### config.mk
export PLATFORM = sky130hd
export DESIGN_NAME = hlp_cell
export DESIGN_NICKNAME = d
export VERILOG_FILES = /design/src/rtl/core/hlp_pkg.sv /design/src/rtl/core/hlp_cell.sv
export SDC_FILE = /design/constraint.sdc
export NUM_CORES = 1
export LEC_CHECK = 0
export ABC_CLOCK_PERIOD_IN_PS = 800
export BUFFER_PORTS_ARGS = -buffer_cell sky130_fd_sc_hd__buf_4
export CAP_MARGIN = 20
export CORE_AREA = 5 5 59 61
export CTS_CLUSTER_SIZE = 16
export DETAILED_ROUTE_END_ITERATION = 7
export DIE_AREA = 0 0 64 66
export PLACE_DENSITY_LB_ADDON = 0.08
export SYNTH_ARGS = -nofsm -noshare
export SYNTH_HDL_FRONTEND = slang
export SYNTH_SLANG_ARGS = --single-unit
### constraint.sdc
create_clock -name clk -period 0.8 [get_ports clk]
set_input_delay 0.12 -clock clk [delete_from_list [all_inputs] [get_ports clk]]
set_output_delay 0.12 -clock clk [all_outputs]
set_load 0.02 [all_outputs]
### src/rtl/core/hlp_pkg.sv
// Shared types and constants for the 5x5 high-pass filter.
// No dependencies; used by every module under rtl/core.
`timescale 1ns / 1ps

package hlp_pkg;

  localparam int PixW      = 8;
  localparam int Taps      = 5;
  localparam int RowW      = 12;
  localparam int LwW       = 11;
  localparam int FhW       = 13;
  localparam int DimW      = 13;
  localparam int CfgW      = 13;
  localparam int MinDim    = 5;
  localparam int MaxHeight = 4096;
  localparam int Offset    = 128;
  localparam int AccW      = 14;
  localparam int FifoDepth = 8;
  localparam int FifoAw    = 3;
  localparam int OccW      = 4;

  localparam logic REG_LINE_WIDTH   = 1'b0;
  localparam logic REG_FRAME_HEIGHT = 1'b1;

  typedef struct packed {
    logic [PixW-1:0] pixel_in;
    logic            frame_start;
  } pix_t;

  typedef struct packed {
    logic [PixW-1:0] filtered_out;
    logic            row_end;
    logic            frame_end;
  } res_t;

  // one window column, index = row (0 is the oldest row)
  typedef logic [Taps-1:0][PixW-1:0] col_t;
  // whole window, index = column (4 is the newest column)
  typedef logic [Taps-1:0][Taps-1:0][PixW-1:0] win_t;

  typedef struct packed {
    logic row_end;
    logic frame_end;
  } flags_t;

endpackage

### src/rtl/core/hlp_cell.sv
// One window column cell: holds five taps, takes the column of its neighbor.
// Depends on hlp_pkg.
`timescale 1ns / 1ps

module hlp_cell (
  input  logic          clk,
  input  logic          shift,
  input  hlp_pkg::col_t col_in,
  output hlp_pkg::col_t col_out
);

  hlp_pkg::col_t taps;

  always_ff @(posedge clk) begin
    if (shift) begin
      taps <= col_in;
    end
  end

  assign col_out = taps;

endmodule

* Word-level counts from Yosys, hierarchy flattened *
Cells that the tools add are included.

storage, ports and cells
  flip-flop bits (word level) = 40
  bits of input ports = 42
  output and inout bits = 40
  logic and storage cells = 5

* Longest topological paths before layout *
  word-level depth = 0
  gate-level depth with buffers = 0
  gate-level depth less buffers = 0

* Worst setup path before layout *
Ideal clock, no wire load.

  path type = register -> output
  start point = reg taps (netlist bit col_out[0])
  end point = out col_out[0] in the netlist's numbering
  arrival time = 0.449 ns
  required time = 0.680 ns
  path slack = 0.231 ns
  cell stages (with the launch flop) = 1
  buffers on the path = 0
  path through = edfxtp_1

RTL lines
  what                    line            source
  start, declared         hlp_cell.sv:12  hlp_pkg::col_t taps;
  start signal, assigned  hlp_cell.sv:16  taps <= col_in;
  end, declared           hlp_cell.sv:9   output hlp_pkg::col_t col_out

No word-level cell between the ends.

* Worst setup path after layout *
  start point = reg taps (netlist bit col_out[28])
  end point = out col_out[28] in the netlist's numbering

No word-level cell between the ends.

==> out/results.ini <==
[run_status]
status=finished, violations left
failed_checks=negative setup slack

[worst_setup_path]
crit_chain=buf_6
crit_fanout=1
cp.depth=1
worst_ep_required_time_ps=680
crit_family=flip-flops
slowest_stage=edfxtp_1
cp-end-kind=output port
startpoint=col_out[28]
crit_buf_inv=1
crit_path_start_kind=flop
crit_type=reg2out
arrival_ps=900
crit_path_end=col_out[28]
cp_slowest_stage_delay_ps=410

[finish]
multi_input_area_um2=0
syn2layout_area_growth_pct=108
largest_reg_flops=40
final_nets=213
n_antenna_cell=0
multi_input_cells=0
fin_util=0.853
finalInstanceArea_um2=2500
drive_above_1_share=0.527

[floorplan]
dieArea_um2=4220
dieWidth_um=64
fp.dieH_um=66
row_count=20
io_pins=82
fp.coreArea_um2=2930
start_util=0.410

[sta]
holdWs_ps=72.6
period_share=1.27
setup_viol=40
worst_pin_slew_ps=116
grt_setup_unrepaired=true
report.final.hold_viol_count=0
slew_headroom=0.922
max_freq_mhz=982
post-route-min-period_ps=1020
maxSlewViolCount=0
setup_ws_ps=-218

[detailed_routing]
vias=912
via_per_inst=4.51
drc=0
wl_per_cell_um=17.6
drtIter0Drc=39
met1Wirelength_um=1040
dr_wl_met3_um=339
dr_wl_met2_um=2160
routed_wl_um=3560
highest_layer=met4
dr.pass1.iters=4
postRouteAntennaNets=0

[power]
combPwrFrac=0.218
p_leak_nw=1.05
p_sw_frac=0.231
p_clk_frac=0.193
power_density_nw_per_um2=1740
p_switching_mw=1.01
seqPwrFrac=0.590
p_int_mw=3.35
power.total_mw=4.36
ir_worst_vdd_uv=1480

[clocking]
cts_tree=built
cts_buffer_depth=2
cts-root-buf=clkbuf_4
clkTransAtPathRegs_ps=100
cts_sinks=40
cts_max_level=2
cts_buffers=5

[global_routing]
grt_pass1_wl_um=5060
grt_max_degree=16
overflow=0
antenna_found_initial=0
grt_pass1_vias=1024
track_usage=0.168

[logic_synthesis]
synth-seq-cells=40
synth_top_area_cell=edfxtp_1
synth_cells=40
synth_top_area_share=1.00
netlist_top_cells_area=edfxtp_1
syn_area_um2=1200
ys_warn_count=0
synth.avg_cell_area_um2=30.0
synth_nets=82
synth.distinct_cells=1
synth_seq_area_share=1.00

[min_path]
hold_class=in2reg

[job]
maxCapViolations=0

[placement]
dp_hpwl_um=2010
routabilityCongestion=0.641
port_buffers=81
dpl_cell_area_um2=1910

-- through the flow --
step / TNS (ps) / setup WS [ps] / cells
2_1_floorplan: 0 / 231 / 40
3_3_place_gp: 0 / 87.8 / 157
3_5_place_dp: 0 / 76.4 / 157
4_1_cts: -8350 / -242 / 202
5_1_grt: -10040 / -282 / 202
6_report: -7640 / -218 / 202
-- area by class of cell --
type                  instances  area, um^2
clock buffer                  5        37.5
tap                          33        41.3
timing repair buffer        124        1220
sequential                   40        1200
fill                        130         429
-- cells in the mapped netlist (all sizes together) --
master  number
edfxtp      40
-- logic make-up (layout without fill, tap and decap cells) --
group / count (synthesis) / after routing / share of synthesized area
flip-flops: 40 / 40 / 1.00
buffers and inverters: 0 / 129 / 0
-- what timing repair did --
action | in CTS | in global routing
gates resized for setup | 37 | 3
hold buffers | 40 | 0
setup endpoints to repair | 40 | 40
hold endpoints to repair | 40 | 0
buffers inserted | 0 | 0
-- layout by cell type, fill, tap and decap left out, drive strengths merged --
cell / instances
buf: 84
clkbuf: 5
dlygate4sd3: 40
edfxtp: 40
-- worst min path at each step --
| stage | cells past startpoint | slack [ps] | from | to |
|---|---|---|---|---|
| after floorplan | 0 | 220 | col_in[0] | col_out[0] |
| after global placement | 1 | 300 | col_in[38] | col_out[38] |
| after detailed placement | 1 | 300 | col_in[11] | col_out[11] |
| after CTS | 1 | 50 | shift | col_out[36] |
| after global routing | 1 | 40 | shift | col_out[36] |
| final | 1 | 70 | shift | col_out[36] |
-- per-layer routing --
metal	GRT usage	up-vias
li1	-	421
met1	0.148	439
met2	0.328	46
met3	0.0816	6
met4	0.0468	0
met5	0	-
-- power groups by stage --
stage | sequential, mW | clock (mW) | combinational (mW)
5_1_grt | 2.59 | 0.984 | 0.991
4_1_cts | 2.56 | 0.889 | 0.935
6_report | 2.57 | 0.841 | 0.948
3_3_place_gp | 2.57 | 0 | 0.680
3_5_place_dp | 2.58 | 0 | 0.690
2_1_floorplan | 2.80 | 0 | 0
No activity file was read; power rests on OpenSTA's default activity.
