$ cat config.mk
export PLATFORM = sky130hd
export DESIGN_NAME = hlp_kernel
export DESIGN_NICKNAME = d
export VERILOG_FILES = /design/src/rtl/core/hlp_pkg.sv /design/src/rtl/core/hlp_kernel.sv
export SDC_FILE = /design/constraint.sdc
export NUM_CORES = 1
export LEC_CHECK = 0
export BUFFER_PORTS_ARGS = -buffer_cell sky130_fd_sc_hd__buf_2
export CORE_UTILIZATION = 47
export CTS_BUF_LIST = sky130_fd_sc_hd__clkbuf_4
export DETAILED_ROUTE_END_ITERATION = 8
export PLACE_DENSITY = 0.84
export SLEW_MARGIN = 0
export SYNTH_ARGS = -nofsm -noshare
export SYNTH_HDL_FRONTEND = slang
export SYNTH_SLANG_ARGS = --single-unit
$ cat constraint.sdc
create_clock -name clk -period 5.2 [get_ports clk]
set_input_delay 1.04 -clock clk [delete_from_list [all_inputs] [get_ports clk]]
set_output_delay 1.04 -clock clk [all_outputs]
set_load 0.1 [all_outputs]
$ cat src/rtl/core/hlp_pkg.sv
// Shared types and constants for the 5x5 high-pass filter.
// No dependencies; used by every module under rtl/core.
`timescale 1ns / 1ps

package hlp_pkg;

  localparam int PixW      = 8;
  localparam int Taps      = 5;
  localparam int RowW      = 12;
  localparam int LwW       = 11;
  localparam int FhW       = 13;
  localparam int DimW      = 13;
  localparam int CfgW      = 13;
  localparam int MinDim    = 5;
  localparam int MaxHeight = 4096;
  localparam int Offset    = 128;
  localparam int AccW      = 14;
  localparam int FifoDepth = 8;
  localparam int FifoAw    = 3;
  localparam int OccW      = 4;

  localparam logic REG_LINE_WIDTH   = 1'b0;
  localparam logic REG_FRAME_HEIGHT = 1'b1;

  typedef struct packed {
    logic [PixW-1:0] pixel_in;
    logic            frame_start;
  } pix_t;

  typedef struct packed {
    logic [PixW-1:0] filtered_out;
    logic            row_end;
    logic            frame_end;
  } res_t;

  // one window column, index = row (0 is the oldest row)
  typedef logic [Taps-1:0][PixW-1:0] col_t;
  // whole window, index = column (4 is the newest column)
  typedef logic [Taps-1:0][Taps-1:0][PixW-1:0] win_t;

  typedef struct packed {
    logic row_end;
    logic frame_end;
  } flags_t;

endpackage

$ cat src/rtl/core/hlp_kernel.sv
// Kernel stage: partial sums registered, then offset and clamp.
// Depends on hlp_pkg.
`timescale 1ns / 1ps

module hlp_kernel (
  input  logic            clk,
  input  logic            rst,
  input  logic            in_v,
  input  hlp_pkg::win_t   win,
  input  hlp_pkg::flags_t flags,
  output logic            out_v,
  output hlp_pkg::res_t   res
);

  localparam int PW = hlp_pkg::PixW;
  localparam int AW = hlp_pkg::AccW;

  logic [PW+3:0]   cen;   // centre times 16
  logic [PW+2:0]   neg1;  // eight taps of weight -1
  logic [PW+1:0]   neg2;  // four taps of weight -2
  hlp_pkg::flags_t fl;

  logic [PW+3:0]   cen_next;
  logic [PW+2:0]   neg1_next;
  logic [PW+1:0]   neg2_next;
  logic signed [AW-1:0] acc;

  always_comb begin
    cen_next  = {win[2][2], 4'b0000};
    neg1_next = (PW+3)'(win[2][0]) + (PW+3)'(win[2][4]) + (PW+3)'(win[0][2])
              + (PW+3)'(win[4][2]) + (PW+3)'(win[1][1]) + (PW+3)'(win[1][3])
              + (PW+3)'(win[3][1]) + (PW+3)'(win[3][3]);
    neg2_next = (PW+2)'(win[2][1]) + (PW+2)'(win[2][3])
              + (PW+2)'(win[1][2]) + (PW+2)'(win[3][2]);
  end

  always_ff @(posedge clk) begin
    if (rst) begin
      out_v <= 1'b0;
    end else begin
      out_v <= in_v;
    end
  end

  always_ff @(posedge clk) begin
    if (in_v) begin
      cen  <= cen_next;
      neg1 <= neg1_next;
      neg2 <= neg2_next;
      fl   <= flags;
    end
  end

  always_comb begin
    acc = signed'(AW'(cen)) + signed'(AW'(hlp_pkg::Offset))
        - signed'(AW'(neg1)) - signed'(AW'({neg2, 1'b0}));
    if (acc < 0) begin
      res.filtered_out = '0;
    end else if (acc > signed'(AW'(255))) begin
      res.filtered_out = '1;
    end else begin
      res.filtered_out = acc[PW-1:0];
    end
    res.row_end   = fl.row_end;
    res.frame_end = fl.frame_end;
  end

endmodule

Word-level counts from Yosys, hierarchy flattened. Cells that the tools add are included.

Output and inout bits: 11. Latch bits: 0. Bits in writable memories: 0. Word-level logic and storage cells: 23. Memories kept: 0. Bits in read-only memories: 0. Bits of input ports: 205. Register bits: 32.

Eq/ne operators: 0. Reduce and logical (&&, ||, !) cells: 0. Mux-type cells: 2. Shift operators: 0. Bitwise gates (word level): 0. Magnitude comparators: 2. Add/subtract/negate cells: 13. Multiply operators: 0. Div/mod/pow operators: 0.

Operators with widths (count): $add A11 B8 Y11 (4); $add A9 B8 Y10 (2); $add A8 B8 Y9 (2); $mux W8 (2); $gt A14 B9 Y1 const B (1); $lt A14 B1 Y1 const B (1); $sub A13 B11 Y14 (1); $sub A14 B12 Y14 (1); $add A12 B8 Y13 const B (1); $add A10 B8 Y11 (1); $add A10 B8 Y10 (1).

Longest topological paths before layout.
Word-level depth: 7. Mapped depth: 17. Gate-level depth less buffers: 17.

Worst setup path after synthesis. No wires, ideal clock.

Kind: input port to flip-flop. Start point: input port win[81] in the netlist's numbering. End point: register neg1[10] (data pin). Stages: 17. Buffers on the path: 0. Arrival: 4294 ps. Library setup time: 265 ps. Slack: 642 ps. Data required time: 4935 ps. Cell sequence: inv_1 fa_1 inv_1 fa_1 inv_1 fa_1 inv_1 fa_1 ha_1 inv_1 fa_1 nor2b_1 o21ai_0 nand2b_1 a21o_1 a21oi_1 o21ai_0.

Longest elaborated chain between the ends: 7.

RTL lines: start: declaration (RTL line hlp_kernel.sv:9) `input hlp_pkg::win_t win,`; $add A8 B8 Y9 (RTL line hlp_kernel.sv:30) `neg1_next = (PW+3)'(win[2][0]) + (PW+3)'(win[2][4]) + (PW+3)'(win[0][2])`; $add A9 B8 Y10 (RTL line hlp_kernel.sv:30); $add A10 B8 Y11 (RTL line hlp_kernel.sv:31) `+ (PW+3)'(win[4][2]) + (PW+3)'(win[1][1]) + (PW+3)'(win[1][3])`; $add A11 B8 Y11 (2 in a row) (RTL line hlp_kernel.sv:31); $add A11 B8 Y11 (2 in a row) (RTL line hlp_kernel.sv:32) `+ (PW+3)'(win[3][1]) + (PW+3)'(win[3][3]);`; via neg1_next[10] (RTL line hlp_kernel.sv:24) `logic [PW+2:0] neg1_next;`; end signal: assignment (RTL line hlp_kernel.sv:48) `neg1 <= neg1_next;`; end: declaration (RTL line hlp_kernel.sv:19) `logic [PW+2:0] neg1;`.

The timed path passes the listed nets, and every way through them passes these cells. A chain may end at the register's enable or synchronous reset.

==> results by group <==
CTS
  • CTS resizes: 0
  • Clock Sinks: 32
  • Clk pin slew, worst setup/hold paths: around 0.10 ns
  • CTS tree: built
  • Clock buffer depth: 2
  • # Post-CTS Setup Buffers: 0
  • Root buffer cell: clkbuf_4
  • CTS hold repair buffers: 0
  • H-tree Lvls: 2
  • CTS Buf Count: 5

Timing
  • Crit path time final: around 5 ns
  • PnR worst setup slack: about 0.33 ns
  • Rel. slew slack: 0.541
  • Fmax: between 200 and 250 MHz
  • Final Hold Viols: 0
  • Worst-margin pin slew: 0.688 ns
  • Fin. max-slew vios: 0
  • Setup total negative slack: 0 ns
  • Setup violation total in the final timing report: 0
  • RSZ-0062 raised after global routing: false
  • Period utilization: 0.936

Setup path
  • Crit path capture type: primary output
  • CP Launch Type: flop
  • Critical path, cell by cell: fa_1, inv_1, ha_1, ha_1, nand3_1, and3b_2, a32oi_1, o2111ai_1, a2111o_1, o31a_1, buf_2
  • CP arrival: 3.83 ns
  • Worst Path Required: around 4.2 ns
  • Worst Path Max Fanout: 9
  • Slowest CP cell: fa_1
  • Most used cell, CP: ha_1
  • Max incr delay on CP: between 0.5 and 0.6 ns
  • Kind of critical path: reg -> out

GRT
  • Pin count of the biggest net entering global routing: 33
  • First-pass GRT wire length: around 11,000 microns
  • Global router's overall resource usage: 0.167
  • Vias in the first global route: approximately 2.7k
  • Antenna violations before repair: 0
  • GR Overflow Total: 0

Finish
  • Ant. Diodes: 0
  • Fin cells: between 500 and 600
  • Multi-input logic area: approximately 0.0027 sq mm
  • Post-route cell area: about 0.0047 sq mm
  • Register Area: about 950 sq um
  • Share of layout cells above drive strength 1: 0.286
  • Nets@finish: 781
  • Layout area overhead: 20.0%
  • Filler cells: roughly 660

Synth
  • Synthesized instance count: approximately 340
  • Syn_nets: ~660
  • Ys Warns: 0
  • FF+latch count, synth: 32
  • Unique masters post-synth: 38
  • Sequential share of the synthesized area: 0.240
  • Mean Syn Cell Area: between 10 and 15 sq um
  • Post-Syn Area: between 0.003 and 0.004 sq mm

Placement
  • # placed instances: around 560
  • Pre-CTS WS: 0.354 ns
  • Placed instance area: approximately 0.0047 sq mm
  • Detailed placement HPWL: 6350 microns
  • IO buf count: roughly 120
  • Final GP Congestion: between 0.7 and 0.8

Detailed routing
  • Remaining DRCs: 0
  • Initial DRC Count: between 70 and 80
  • DRT Pass-1 Iters: 4
  • Routed len/inst: ~12 microns
  • Routed vias: between 2k and 3k
  • Antenna-violating nets left: 0
  • DR vias/cell: roughly 4.8
  • Final wirelength: roughly 7000 microns

Worst hold path
  • Hold Crit Class: in -> reg

Floorplan
  • Site Rows: 33
  • Die Y: between 90 and 100 microns
  • IO Count: around 220
  • Core region area: ~0.008 sq mm
  • Die Area: just under 0.009 sq mm
  • Die Width: ~94 microns
  • Initial Util: 0.484

Run status
  • Status: finished clean

Job
  • Max-cap violation count: 0
## cell usage in the layout, fill, tap and decap left out, types with 2 or more instances in the layout
master / count
nand3_1: 4
inv_1: 77
nand2_1: 10
xnor2_1: 13
buf_2: 119
nor2b_1: 4
edfxtp_1: 31
a21oi_1: 12
nor2_1: 13
a21o_1: 6
o21ai_0: 7
fa_1: 72
o31ai_1: 2
o31a_1: 8
o41ai_1: 2
nor3_1: 3
ha_1: 44
xor2_1: 4
nand2b_1: 3
clkbuf_4: 6
a211oi_1: 2
## cells in the mapped netlist (all sizes together)
| master | number | area share |
|---|---|---|
| nand4 | 1 | 0.0016 |
| nand4b | 1 | 0.0022 |
| o2111ai | 1 | 0.0022 |
| a32oi | 1 | 0.0022 |
| dfxtp | 1 | 0.0051 |
| a221oi | 1 | 0.0022 |
| a211oi | 3 | 0.0070 |
| nor3 | 3 | 0.0038 |
| o31ai | 2 | 0.0038 |
| o2bb2ai | 1 | 0.0022 |
| o21bai | 1 | 0.0019 |
| nand2b | 3 | 0.0047 |
| o21ai | 7 | 0.0089 |
| a221o | 1 | 0.0025 |
| edfxtp | 31 | 0.24 |
| a21o | 7 | 0.014 |
| a21oi | 12 | 0.015 |
| nand3 | 4 | 0.0051 |
| and3b | 1 | 0.0025 |
| or2 | 1 | 0.0016 |
| xnor2 | 13 | 0.029 |
| inv | 77 | 0.073 |
| o21a | 1 | 0.0019 |
| nand2 | 10 | 0.0095 |
| nor2b | 4 | 0.0063 |
| a2111o | 1 | 0.0028 |
| ha | 44 | 0.14 |
| o31a | 8 | 0.018 |
| xor2 | 4 | 0.0089 |
| and2 | 1 | 0.0016 |
| buf | 3 | 0.0060 |
| o41ai | 2 | 0.0044 |
| fa | 72 | 0.36 |
| nor2 | 13 | 0.012 |
## worst paths after layout
kind | startpoint | to | slack (ns) | cells after the start
setup / recovery | neg1[9]$_DFFE_PP_ | res[7] | 0.33 | 11
hold / removal | rst | out_v$_SDFF_PP0_ | 0.85 | 2
## registers in the layout, summed over array words and instances, names as in the netlist
name / count
cen: 8
res: 2
out_v: 1
neg2: 10
neg1: 11
## per-stage QoR
stage	util	hold slack (ns)
after floorplan	-	1.11
after detailed placement	0.571	1.21
final	0.581	0.848
after global placement	0.571	1.20
after CTS	0.581	0.836
after global routing	0.581	0.833
## area by class of cell
type,instances,share of cell area
flip-flops and latches,32,0.200
clock buffers,6,0.00949
inverters,77,0.0609
well taps,105,0.0277
multi-input cells,224,0.567
clock inverters,2,0.00738
repair buffers,120,0.127
## cell families after synthesis
logic type | Yosys count | synth area share
adder cells (fa/ha/maj) | 116 | 0.503
buffers and inverters | 80 | 0.0790
AO/OA/AOI/OAI | 49 | 0.0885
AND/OR/NAND/NOR | 42 | 0.0512
flip-flops | 32 | 0.240
XOR/XNOR | 17 | 0.0376
## metal layers
layer / GRT usage / up-vias / wire (microns)
met2: 0.300 / 86 / 3710
met4: 0.0410 / 0 / 79
met3: 0.0372 / 12 / 432
li1: - / 1341 / -
met1: 0.203 / 1275 / 2740
met5: 0 / - / 0
## critical path: cells and delay by family (launching register included)
family / cells / cell delay [ns]
fa+ha+maj: 3 / 1.25
simple gates: 2 / 0.36
compound gates: 4 / 1.13
buf+inv: 2 / 0.33
flops: 1 / 0.41
Power is not shown: default switching activity piles up to over one toggle a cycle in this logic, so the estimate is an artifact.
